[src/hdl/union_find_edge_filter_defines.svh]
// ---------------------------------------------------------------------------
// union find edge filter assertion macros
// concurrent checks, compiled out when SYNTH is defined
// ---------------------------------------------------------------------------
`ifndef UNION_FIND_EDGE_FILTER_DEFINES_SVH
`define UNION_FIND_EDGE_FILTER_DEFINES_SVH

`ifndef SYNTH
`define UFEF_ASSERT_SAME(lbl, ante, cons, msg) \
  lbl: assert property (@(posedge clk) disable iff (rst) (ante) |-> (cons)) else $error(msg);
`define UFEF_ASSERT_NEXT(lbl, ante, cons, msg) \
  lbl: assert property (@(posedge clk) disable iff (rst) (ante) |=> (cons)) else $error(msg);
`else
`define UFEF_ASSERT_SAME(lbl, ante, cons, msg)
`define UFEF_ASSERT_NEXT(lbl, ante, cons, msg)
`endif

`endif

[src/hdl/ufef_pkg.sv]
// ---------------------------------------------------------------------------
// ufef_pkg
// shared widths, codes and the sequencer control store
// ---------------------------------------------------------------------------
`default_nettype none

package ufef_pkg;

  localparam int LABEL_W = 8;
  localparam int RANK_W  = 4;
  localparam int KEPT_W  = 8;
  localparam int VC_W    = 9;
  localparam int STAT_W  = 2;

  typedef logic [LABEL_W-1:0] label_t;
  typedef logic [RANK_W-1:0]  rank_t;
  typedef logic [KEPT_W-1:0]  kept_t;
  typedef logic [VC_W-1:0]    vcount_t;
  typedef logic [STAT_W-1:0]  status_t;
  typedef logic [3:0]         step_t;
  typedef logic [2:0]         op_t;
  typedef logic [2:0]         cond_t;

  localparam rank_t   RANK_MAX  = 4'd15;
  localparam vcount_t VC_RESET  = 9'd256;

  localparam status_t ST_REJECT  = 2'd0;
  localparam status_t ST_KEPT    = 2'd1;
  localparam status_t ST_INVALID = 2'd2;

  localparam op_t OP_IDLE  = 3'd0;
  localparam op_t OP_START = 3'd1;
  localparam op_t OP_FIND  = 3'd2;
  localparam op_t OP_COMP  = 3'd3;
  localparam op_t OP_LINK  = 3'd4;
  localparam op_t OP_BUMP  = 3'd5;
  localparam op_t OP_DONE  = 3'd6;

  localparam cond_t C_NONE     = 3'd0;
  localparam cond_t C_ACCEPT   = 3'd1;
  localparam cond_t C_BAD      = 3'd2;
  localparam cond_t C_ROOT     = 3'd3;
  localparam cond_t C_AT_ROOT  = 3'd4;
  localparam cond_t C_NO_BUMP  = 3'd5;
  localparam cond_t C_OUT_FREE = 3'd6;

  localparam step_t STEP_IDLE   = 4'd0;
  localparam step_t STEP_START  = 4'd1;
  localparam step_t STEP_FIND_A = 4'd2;
  localparam step_t STEP_COMP_A = 4'd3;
  localparam step_t STEP_FIND_B = 4'd4;
  localparam step_t STEP_COMP_B = 4'd5;
  localparam step_t STEP_LINK   = 4'd6;
  localparam step_t STEP_BUMP   = 4'd7;
  localparam step_t STEP_DONE   = 4'd8;

  typedef struct packed {
    op_t   op;
    logic  sel_b;
    cond_t cond;
    step_t tgt;
    logic  hold;
  } ucode_t;

  function automatic ucode_t ucode_rom(input step_t step);
    ucode_t w;
    w.op    = OP_IDLE;
    w.sel_b = 1'b0;
    w.cond  = C_NONE;
    w.tgt   = STEP_IDLE;
    w.hold  = 1'b0;
    case (step)
      STEP_IDLE: begin
        w.cond = C_ACCEPT;
        w.tgt  = STEP_START;
        w.hold = 1'b1;
      end
      STEP_START: begin
        w.op   = OP_START;
        w.cond = C_BAD;
        w.tgt  = STEP_DONE;
      end
      STEP_FIND_A: begin
        w.op   = OP_FIND;
        w.cond = C_ROOT;
        w.tgt  = STEP_COMP_A;
        w.hold = 1'b1;
      end
      STEP_COMP_A: begin
        w.op   = OP_COMP;
        w.cond = C_AT_ROOT;
        w.tgt  = STEP_FIND_B;
        w.hold = 1'b1;
      end
      STEP_FIND_B: begin
        w.op    = OP_FIND;
        w.sel_b = 1'b1;
        w.cond  = C_ROOT;
        w.tgt   = STEP_COMP_B;
        w.hold  = 1'b1;
      end
      STEP_COMP_B: begin
        w.op    = OP_COMP;
        w.sel_b = 1'b1;
        w.cond  = C_AT_ROOT;
        w.tgt   = STEP_LINK;
        w.hold  = 1'b1;
      end
      STEP_LINK: begin
        w.op   = OP_LINK;
        w.cond = C_NO_BUMP;
        w.tgt  = STEP_DONE;
      end
      STEP_BUMP: begin
        w.op = OP_BUMP;
      end
      STEP_DONE: begin
        w.op   = OP_DONE;
        w.cond = C_OUT_FREE;
        w.tgt  = STEP_IDLE;
        w.hold = 1'b1;
      end
      default: begin
        w.cond = C_NONE;
        w.tgt  = STEP_IDLE;
      end
    endcase
    return w;
  endfunction

endpackage

`default_nettype wire

[src/hdl/ufef_ifs.sv]
// ---------------------------------------------------------------------------
// ufef channel interfaces
// edge and result channels with valid / ready transfer
// ---------------------------------------------------------------------------
`default_nettype none

interface ufef_edge_if;
  import ufef_pkg::*;
  logic   valid;
  logic   ready;
  label_t vertex_a;
  label_t vertex_b;
  logic   new_graph;

  modport source (output valid, output vertex_a, output vertex_b, output new_graph,
                  input ready);
  modport sink (input valid, input vertex_a, input vertex_b, input new_graph,
                output ready);
endinterface

interface ufef_result_if;
  import ufef_pkg::*;
  logic    valid;
  logic    ready;
  status_t status;
  kept_t   kept_count;

  modport source (output valid, output status, output kept_count, input ready);
  modport sink (input valid, input status, input kept_count, output ready);
endinterface

`default_nettype wire

[src/hdl/union_find_edge_filter.sv]
// ---------------------------------------------------------------------------
// union find edge filter
// spanning-tree edge filter over a rank / path-compressed disjoint-set store.
// edges: one edge per transfer, two labels and a new_graph flag; results:
// status (rejected, kept, invalid label) and the kept count since new_graph.
// cfg_we / cfg_data write vertex_count; the user writes it only while the
// block is idle, which the block itself does not enforce. each edge runs a
// small control program: accept, start, per endpoint a root walk and a
// compression pass, join, a rank bump on equal ranks, result load; the
// parent / rank memory gives one read per cycle. an invalid label goes
// straight from start to the result load. one edge at a time; the next edge is
// taken while the previous result still waits in the output register.
// reset (and new_graph) drops every entry's valid bit, so all vertices read
// as singletons at once; reset also returns vertex_count to 256.
// a stalled receiver holds the result; the sequencer waits in its last step.
// ---------------------------------------------------------------------------
`default_nettype none
`include "union_find_edge_filter_defines.svh"

module union_find_edge_filter #(
  parameter int MAX_VERTICES = 256
) (
  input  wire                    clk,
  input  wire                    rst,
  ufef_edge_if.sink              edges,
  ufef_result_if.source          results,
  input  wire                    cfg_we,
  input  wire ufef_pkg::vcount_t cfg_data
);
  import ufef_pkg::*;

  localparam int DEPTH = (MAX_VERTICES < 256) ? MAX_VERTICES : 256;
  localparam int AW    = (DEPTH > 1) ? $clog2(DEPTH) : 1;
  localparam vcount_t LIMIT = vcount_t'(DEPTH);

  typedef logic [AW-1:0] addr_t;
  typedef struct packed {
    rank_t rank;
    addr_t parent;
  } entry_t;

  entry_t mem [DEPTH];
  logic [DEPTH-1:0] valid;

  vcount_t vertex_count;
  step_t   pc;
  step_t   pc_next;
  ucode_t  cw;
  logic    cond_true;

  addr_t   va, vb, cur, ra, rb;
  addr_t   cur_next;
  rank_t   rka, rkb;
  logic    bad;
  kept_t   kept;
  status_t status_q;

  entry_t  rd_raw;
  logic    rd_hit;
  addr_t   rparent;
  rank_t   rrank;
  addr_t   root_sel;

  logic    we;
  addr_t   waddr;
  entry_t  wdata;
  logic    accept;
  logic    clear;
  logic    bad_in;
  logic    out_free;

  assign accept   = edges.valid && edges.ready;
  assign clear    = accept && edges.new_graph;
  assign out_free = !results.valid || results.ready;
  assign bad_in   = ({1'b0, edges.vertex_a} >= vertex_count)
                 || ({1'b0, edges.vertex_a} >= LIMIT)
                 || ({1'b0, edges.vertex_b} >= vertex_count)
                 || ({1'b0, edges.vertex_b} >= LIMIT);

  assign edges.ready = (pc == STEP_IDLE);

  assign cw       = ucode_rom(pc);
  assign rparent  = rd_hit ? rd_raw.parent : cur;
  assign rrank    = rd_hit ? rd_raw.rank : '0;
  assign root_sel = cw.sel_b ? rb : ra;

  // jump condition
  always_comb begin
    case (cw.cond)
      C_ACCEPT:   cond_true = accept;
      C_BAD:      cond_true = bad;
      C_ROOT:     cond_true = (rparent == cur);
      C_AT_ROOT:  cond_true = (cur == root_sel);
      C_NO_BUMP:  cond_true = (ra == rb) || (rka != rkb);
      C_OUT_FREE: cond_true = out_free;
      default:    cond_true = 1'b0;
    endcase
    if (cond_true) begin
      pc_next = cw.tgt;
    end else if (cw.hold) begin
      pc_next = pc;
    end else begin
      pc_next = pc + step_t'(1);
    end
  end

  // datapath control
  always_comb begin
    cur_next = cur;
    we       = 1'b0;
    waddr    = cur;
    wdata    = '{rank: rrank, parent: root_sel};
    case (cw.op)
      OP_START: begin
        cur_next = va;
      end
      OP_FIND: begin
        if (rparent == cur) begin
          cur_next = cw.sel_b ? vb : va;
        end else begin
          cur_next = rparent;
        end
      end
      OP_COMP: begin
        if (cur == root_sel) begin
          cur_next = vb;
        end else begin
          we       = 1'b1;
          cur_next = rparent;
        end
      end
      OP_LINK: begin
        if (ra != rb) begin
          we = 1'b1;
          if (rka <= rkb) begin
            waddr = ra;
            wdata = '{rank: rka, parent: rb};
          end else begin
            waddr = rb;
            wdata = '{rank: rkb, parent: ra};
          end
        end
      end
      OP_BUMP: begin
        we    = 1'b1;
        waddr = rb;
        wdata = '{rank: (rkb == RANK_MAX) ? RANK_MAX : rkb + rank_t'(1), parent: rb};
      end
      default: begin
        cur_next = cur;
      end
    endcase
  end

  // parent / rank memory
  always_ff @(posedge clk) begin
    if (we) begin
      mem[waddr] <= wdata;
    end
    rd_raw <= mem[cur_next];
  end

  always_ff @(posedge clk) begin
    if (rst || clear) begin
      valid <= '0;
    end else if (we) begin
      valid[waddr] <= 1'b1;
    end
    if (rst) begin
      rd_hit <= 1'b0;
    end else begin
      rd_hit <= valid[cur_next];
    end
  end

  // sequencer and registers
  always_ff @(posedge clk) begin
    if (rst) begin
      pc           <= STEP_IDLE;
      vertex_count <= VC_RESET;
      kept         <= '0;
      results.valid <= 1'b0;
    end else begin
      pc <= pc_next;
      if (cfg_we) begin
        vertex_count <= cfg_data;
      end
      if (clear) begin
        kept <= '0;
      end else if (cw.op == OP_LINK && ra != rb) begin
        kept <= kept + kept_t'(1);
      end
      if (cw.op == OP_DONE && out_free) begin
        results.valid <= 1'b1;
      end else if (results.ready) begin
        results.valid <= 1'b0;
      end
    end
  end

  always_ff @(posedge clk) begin
    cur <= cur_next;
    if (accept) begin
      va  <= edges.vertex_a[AW-1:0];
      vb  <= edges.vertex_b[AW-1:0];
      bad <= bad_in;
    end
    if (cw.op == OP_FIND && rparent == cur) begin
      if (cw.sel_b) begin
        rb  <= cur;
        rkb <= rrank;
      end else begin
        ra  <= cur;
        rka <= rrank;
      end
    end
    if (cw.op == OP_START) begin
      status_q <= ST_INVALID;
    end else if (cw.op == OP_LINK) begin
      status_q <= (ra != rb) ? ST_KEPT : ST_REJECT;
    end
    if (cw.op == OP_DONE && out_free) begin
      results.status     <= status_q;
      results.kept_count <= kept;
    end
  end

  `UFEF_ASSERT_NEXT(a_accept_start, accept, pc == STEP_START, "accepted edge did not start")
  `UFEF_ASSERT_NEXT(a_kept_step, (cw.op == OP_LINK) && (ra != rb), kept == $past(kept) + 8'd1, "kept count did not advance on a join")
  `UFEF_ASSERT_SAME(a_comp_no_clash, (cw.op == OP_COMP) && we, cur_next != cur, "compression read collides with write")
  `UFEF_ASSERT_NEXT(a_bad_status, (cw.op == OP_START) && bad, status_q == ST_INVALID && pc == STEP_DONE, "invalid label not flagged")

endmodule

`default_nettype wire
[src/flat_wrapper.sv]
// flat-port wrapper written by rule: the top's interface ports become plain ports
module union_find_edge_filter_flat import ufef_pkg::*;
#(
  parameter int MAX_VERTICES = 256
)
  (clk, rst, cfg_we, cfg_data, edges_valid, edges_vertex_a, edges_vertex_b, edges_new_graph, edges_ready, results_valid, results_status, results_kept_count, results_ready);
  ufef_edge_if edges_i ();
  ufef_result_if results_i ();
  input  wire clk;
  input  wire rst;
  input  wire cfg_we;
  input  wire ufef_pkg::vcount_t cfg_data;
  input wire logic [$bits(edges_i.valid)-1:0] edges_valid;
  input wire logic [$bits(edges_i.vertex_a)-1:0] edges_vertex_a;
  input wire logic [$bits(edges_i.vertex_b)-1:0] edges_vertex_b;
  input wire logic [$bits(edges_i.new_graph)-1:0] edges_new_graph;
  output wire logic [$bits(edges_i.ready)-1:0] edges_ready;
  output wire logic [$bits(results_i.valid)-1:0] results_valid;
  output wire logic [$bits(results_i.status)-1:0] results_status;
  output wire logic [$bits(results_i.kept_count)-1:0] results_kept_count;
  input wire logic [$bits(results_i.ready)-1:0] results_ready;
  assign edges_i.valid = edges_valid;
  assign edges_i.vertex_a = edges_vertex_a;
  assign edges_i.vertex_b = edges_vertex_b;
  assign edges_i.new_graph = edges_new_graph;
  assign edges_ready = edges_i.ready;
  assign results_valid = results_i.valid;
  assign results_status = results_i.status;
  assign results_kept_count = results_i.kept_count;
  assign results_i.ready = results_ready;
  union_find_edge_filter #(.MAX_VERTICES(MAX_VERTICES)) u_core (.clk(clk), .rst(rst), .edges(edges_i), .results(results_i), .cfg_we(cfg_we), .cfg_data(cfg_data));
endmodule
[config.mk]
export PLATFORM = sky130hd
export DESIGN_NAME = union_find_edge_filter_flat
export DESIGN_NICKNAME = d
export VERILOG_FILES = /design/src/hdl/ufef_pkg.sv /design/src/hdl/ufef_ifs.sv /design/src/hdl/union_find_edge_filter.sv /design/src/flat_wrapper.sv
export VERILOG_INCLUDE_DIRS = /design/src /design/src/hdl
export SDC_FILE = /design/constraint.sdc
export NUM_CORES = 2
export LEC_CHECK = 0
export BUFFER_PORTS_ARGS = -buffer_cell sky130_fd_sc_hd__buf_2
export CAP_MARGIN = 20
export CORE_MARGIN = 2
export CORE_UTILIZATION = 65
export CTS_BUF_LIST = sky130_fd_sc_hd__clkbuf_8
export CTS_CLUSTER_DIAMETER = 60
export CTS_CLUSTER_SIZE = 28
export DETAILED_ROUTE_END_ITERATION = 7
export GPL_ROUTABILITY_DRIVEN = 0
export HOLD_SLACK_MARGIN = 0.03
export MAX_ROUTING_LAYER = met4
export PLACE_DENSITY = 0.86
export SLEW_MARGIN = 15
export SYNTH_ARGS = -nofsm -noshare
export SYNTH_HDL_FRONTEND = slang
export SYNTH_SLANG_ARGS = --single-unit
[constraint.sdc]
create_clock -name clk -period 34.9 [get_ports clk]
set_clock_uncertainty 0.05 [all_clocks]
set_input_delay 3.49 -clock clk [delete_from_list [all_inputs] [get_ports clk]]
set_output_delay 3.49 -clock clk [all_outputs]
set_load 0.005 [all_outputs]
==> flow_metrics.py <==
metrics = {
    "route": {
        "ant_nets": 0,
        "drc": 71,
        "via_count": 92360,
        "wl_per_cell_um": 29.99,
        "via_per_inst": 7.177,
        "routed_wl_um": 386000,
        "drt_iter0_markers": 18850,
        "first_pass_iters": 8,
    },
    "sta": {
        "worst_slack_ns": 25.63,
        "max_slew_margin_pct": 12.73,
        "fin_crit_ns": 9.273,
        "worst_pin_slew_ns": 1.295,
        "final.setup.tns_ns": 0,
        "max_freq_ghz": 0.1078,
        "hold_violations": 0,
        "rsz0062_at_grt": "false",
        "setup-violations-final": 0,
        "finalCritPeriodShare_pct": 26.57,
        "final_max_slew_viol_count": 0,
    },
    "critical_path": {
        "cp.required_ns": 35.87,
        "crit_chain": "clkinv_1 -> ha_1 -> o21ai_4 -> nor4b_1 -> a31o_1 -> or3_4 -> o31ai_4 -> a21o_4 -> nand2_8 -> inv_16 -> buf_4 -> buf_12 -> nand2_1 -> a31oi_1 -> o32ai_1 -> nor4_1 -> nand4_1 -> nand4_1",
        "cp_max_fo": 197,
        "cp_slowest_cell": "nor4_1",
        "worstSetupPathType": "reg2reg",
        "max_stage_delay_ns": 0.80,
        "crit_top_cell": "nand4_1",
        "end_kind": "flop",
        "start_kind": "flop",
        "cp.arrival_ns": 10.24,
    },
    "run_status": {
        "outcome": "finished, violations left",
        "violations": "design-rule violations",
    },
    "global_route": {
        "antenna_found_initial": 33,
        "use_met3_pct": 12.75,
        "grt_pass1_wl_um": 560900,
        "grt_busiest_layer": "met2",
        "grt_use_total_pct": 36.79,
        "grt_pass1_vias": 86620,
        "grt_max_degree": 198,
        "overflow": 0,
        "use_met1_pct": 46.25,
        "use_met2_pct": 52.34,
    },
    "floorplanning": {
        "die_area_sq_mm": 0.2134,
        "die_y_um": 462.0,
        "std_cell_rows": 168,
        "core_area_sq_mm": 0.2092,
        "start_util_pct": 65.19,
        "chipWidth_um": 462.0,
        "boundaryPins": 43,
    },
    "yosys": {
        "syn_area_per_cell_sq_um": 13.61,
        "seq_area_frac_synth_pct": 73.20,
        "syn_area_sq_mm": 0.1364,
        "yosysTopAreaCellShare_pct": 68.78,
        "synthCells": 10020,
        "synth-seq-cells": 3424,
        "synth_cell_type_count": 86,
        "synthesis.nets": 10080,
        "synth-edff-count": 3123,
        "synth_most_common_cell": "edfxtp_1",
        "synth-async-reset-ratio_pct": 0,
        "yosys-top-cells-area": "edfxtp_1, nand2_1, dfxtp_1",
        "ys.flop_type": "edfxtp_1",
        "ys_warn_count": 0,
        "synth_common_cells": "edfxtp_1, nand2_1, nand3_1",
        "synth_top_area_cell": "edfxtp_1",
    },
    "place": {
        "port_buffers": 42,
        "dp_hpwl_um": 226100,
        "pre_cts_ws_ns": 26.29,
    },
    "clock_network": {
        "tritoncts": "built",
        "clock_sinks": 3424,
        "path_clk_slew_ns": 0.14,
        "postCtsSetupRepairBufs": 0,
        "ctsRootBufferMaster": "clkbuf_8",
        "hold_buffers": 0,
        "clockBufferDepth": 3,
        "clk_latency_ns": 1.09,
        "cts_buffers": 169,
        "htreeDepth": 4,
        "cts-resized-gates": 0,
    },
    "layout": {
        "area_growth_pct": 5.884,
        "layout.nets": 9938,
        "fillers": 12720,
        "drive_gt1_share_pct": 9.296,
    },
    "worst_hold_path": {
        "min-delay-path-class": "reg2reg",
    },
    "flow_run": {
        "maxCapViolCount": 0,
    },
}
-- final timing paths --
path,start,to,slack [ns],cells after the start
max,u_core.pc[0],u_core.rd_raw[10],25.63,18
min,u_core.status_q[1],u_core.results.status[1],0.41,0
max reg2reg,u_core.pc[0],u_core.rd_raw[10],25.63,18
min reg2reg,u_core.status_q[1],u_core.results.status[1],0.41,0
-- cells in the final DEF, fill, tap and decap left out, drive strengths merged, types with 13 or more instances in the layout --
cell type / count
nor3: 39
nor2: 329
a221oi: 31
nand2b: 14
and3: 422
ha: 26
diode: 38
o22ai: 105
a21oi: 222
nand3: 735
a211oi: 391
o21ai: 198
xnor2: 19
nor4: 73
mux2i: 44
inv: 114
o21a: 262
clkbuf: 183
nor2b: 16
a311oi: 142
buf: 422
clkinv: 38
nand2: 2056
o211ai: 17
a31oi: 315
dfxtp: 301
edfxtp: 3123
mux4: 114
xor2: 13
nand4: 60
a32oi: 22
-- cell type report --
| class | count | area, sq um | area share, % |
|---|---|---|---|
| flip-flops and latches | 3424 | 99810 | 69.13 |
| multi-input cells | 5825 | 33490 | 23.20 |
| well taps | 2805 | 3510 | 2.431 |
| repair buffers | 425 | 3378 | 2.340 |
| clock buffers | 180 | 2477 | 1.716 |
| clock inverters | 136 | 1446 | 1.002 |
| inverters | 36 | 168.9 | 0.1170 |
| diodes | 38 | 95.09 | 0.06586 |
-- layer usage --
layer,up-vias,share of wire (%)
li1,37570,-
met1,44280,32
met2,8787,44
met3,1724,17
met4,0,7.2
met5,-,0
-- through the flow --
stage	cells	hold WS [ns]	cell area, sq um	utilization [%]
after floorplan	10020	0.3587	136400	-
after global placement	12470	0.3689	139800	66.83
after detailed placement	12500	0.3738	140100	67.01
after CTS	12820	0.4063	144100	68.88
after global routing	12860	0.4246	144400	69.02
final	12870	0.4076	144400	69.03
-- worst max-delay path, delay by kind of cell (launching register included) --
kind	cells	cell delay (ns)
DFF	1	0.61
adders and majority gates	1	0.46
AOI/OAI and AO/OA	6	2.51
buffers and inverters	4	2.28
and+or+nand+nor	7	2.86
-- kinds of logic (layout without fill, tap and decap cells) --
| logic type | Yosys count | count (layout) | synth area share (%) |
|---|---|---|---|
| buffers and inverters | 773 | 777 | 2.554 |
| AO/OA/AOI/OAI | 1804 | 1804 | 9.097 |
| XOR/XNOR | 32 | 32 | 0.2056 |
| multiplexers | 167 | 167 | 2.280 |
| AND/OR/NAND/NOR | 3796 | 3796 | 12.43 |
| other | 0 | 38 | 0 |
| flip-flops | 3424 | 3424 | 73.20 |
| adder cells (fa/ha/maj) | 26 | 26 | 0.2386 |
-- registers in the layout (all words and copies together) (netlist names), 9 cells and up --
register and flops:
u_core.valid 256, u_core.rd_raw 12, u_core.vertex_count 9, u_core.mem 3072
Power is not shown: default switching activity piles up to over one toggle a cycle in this logic, so the estimate is an artifact.
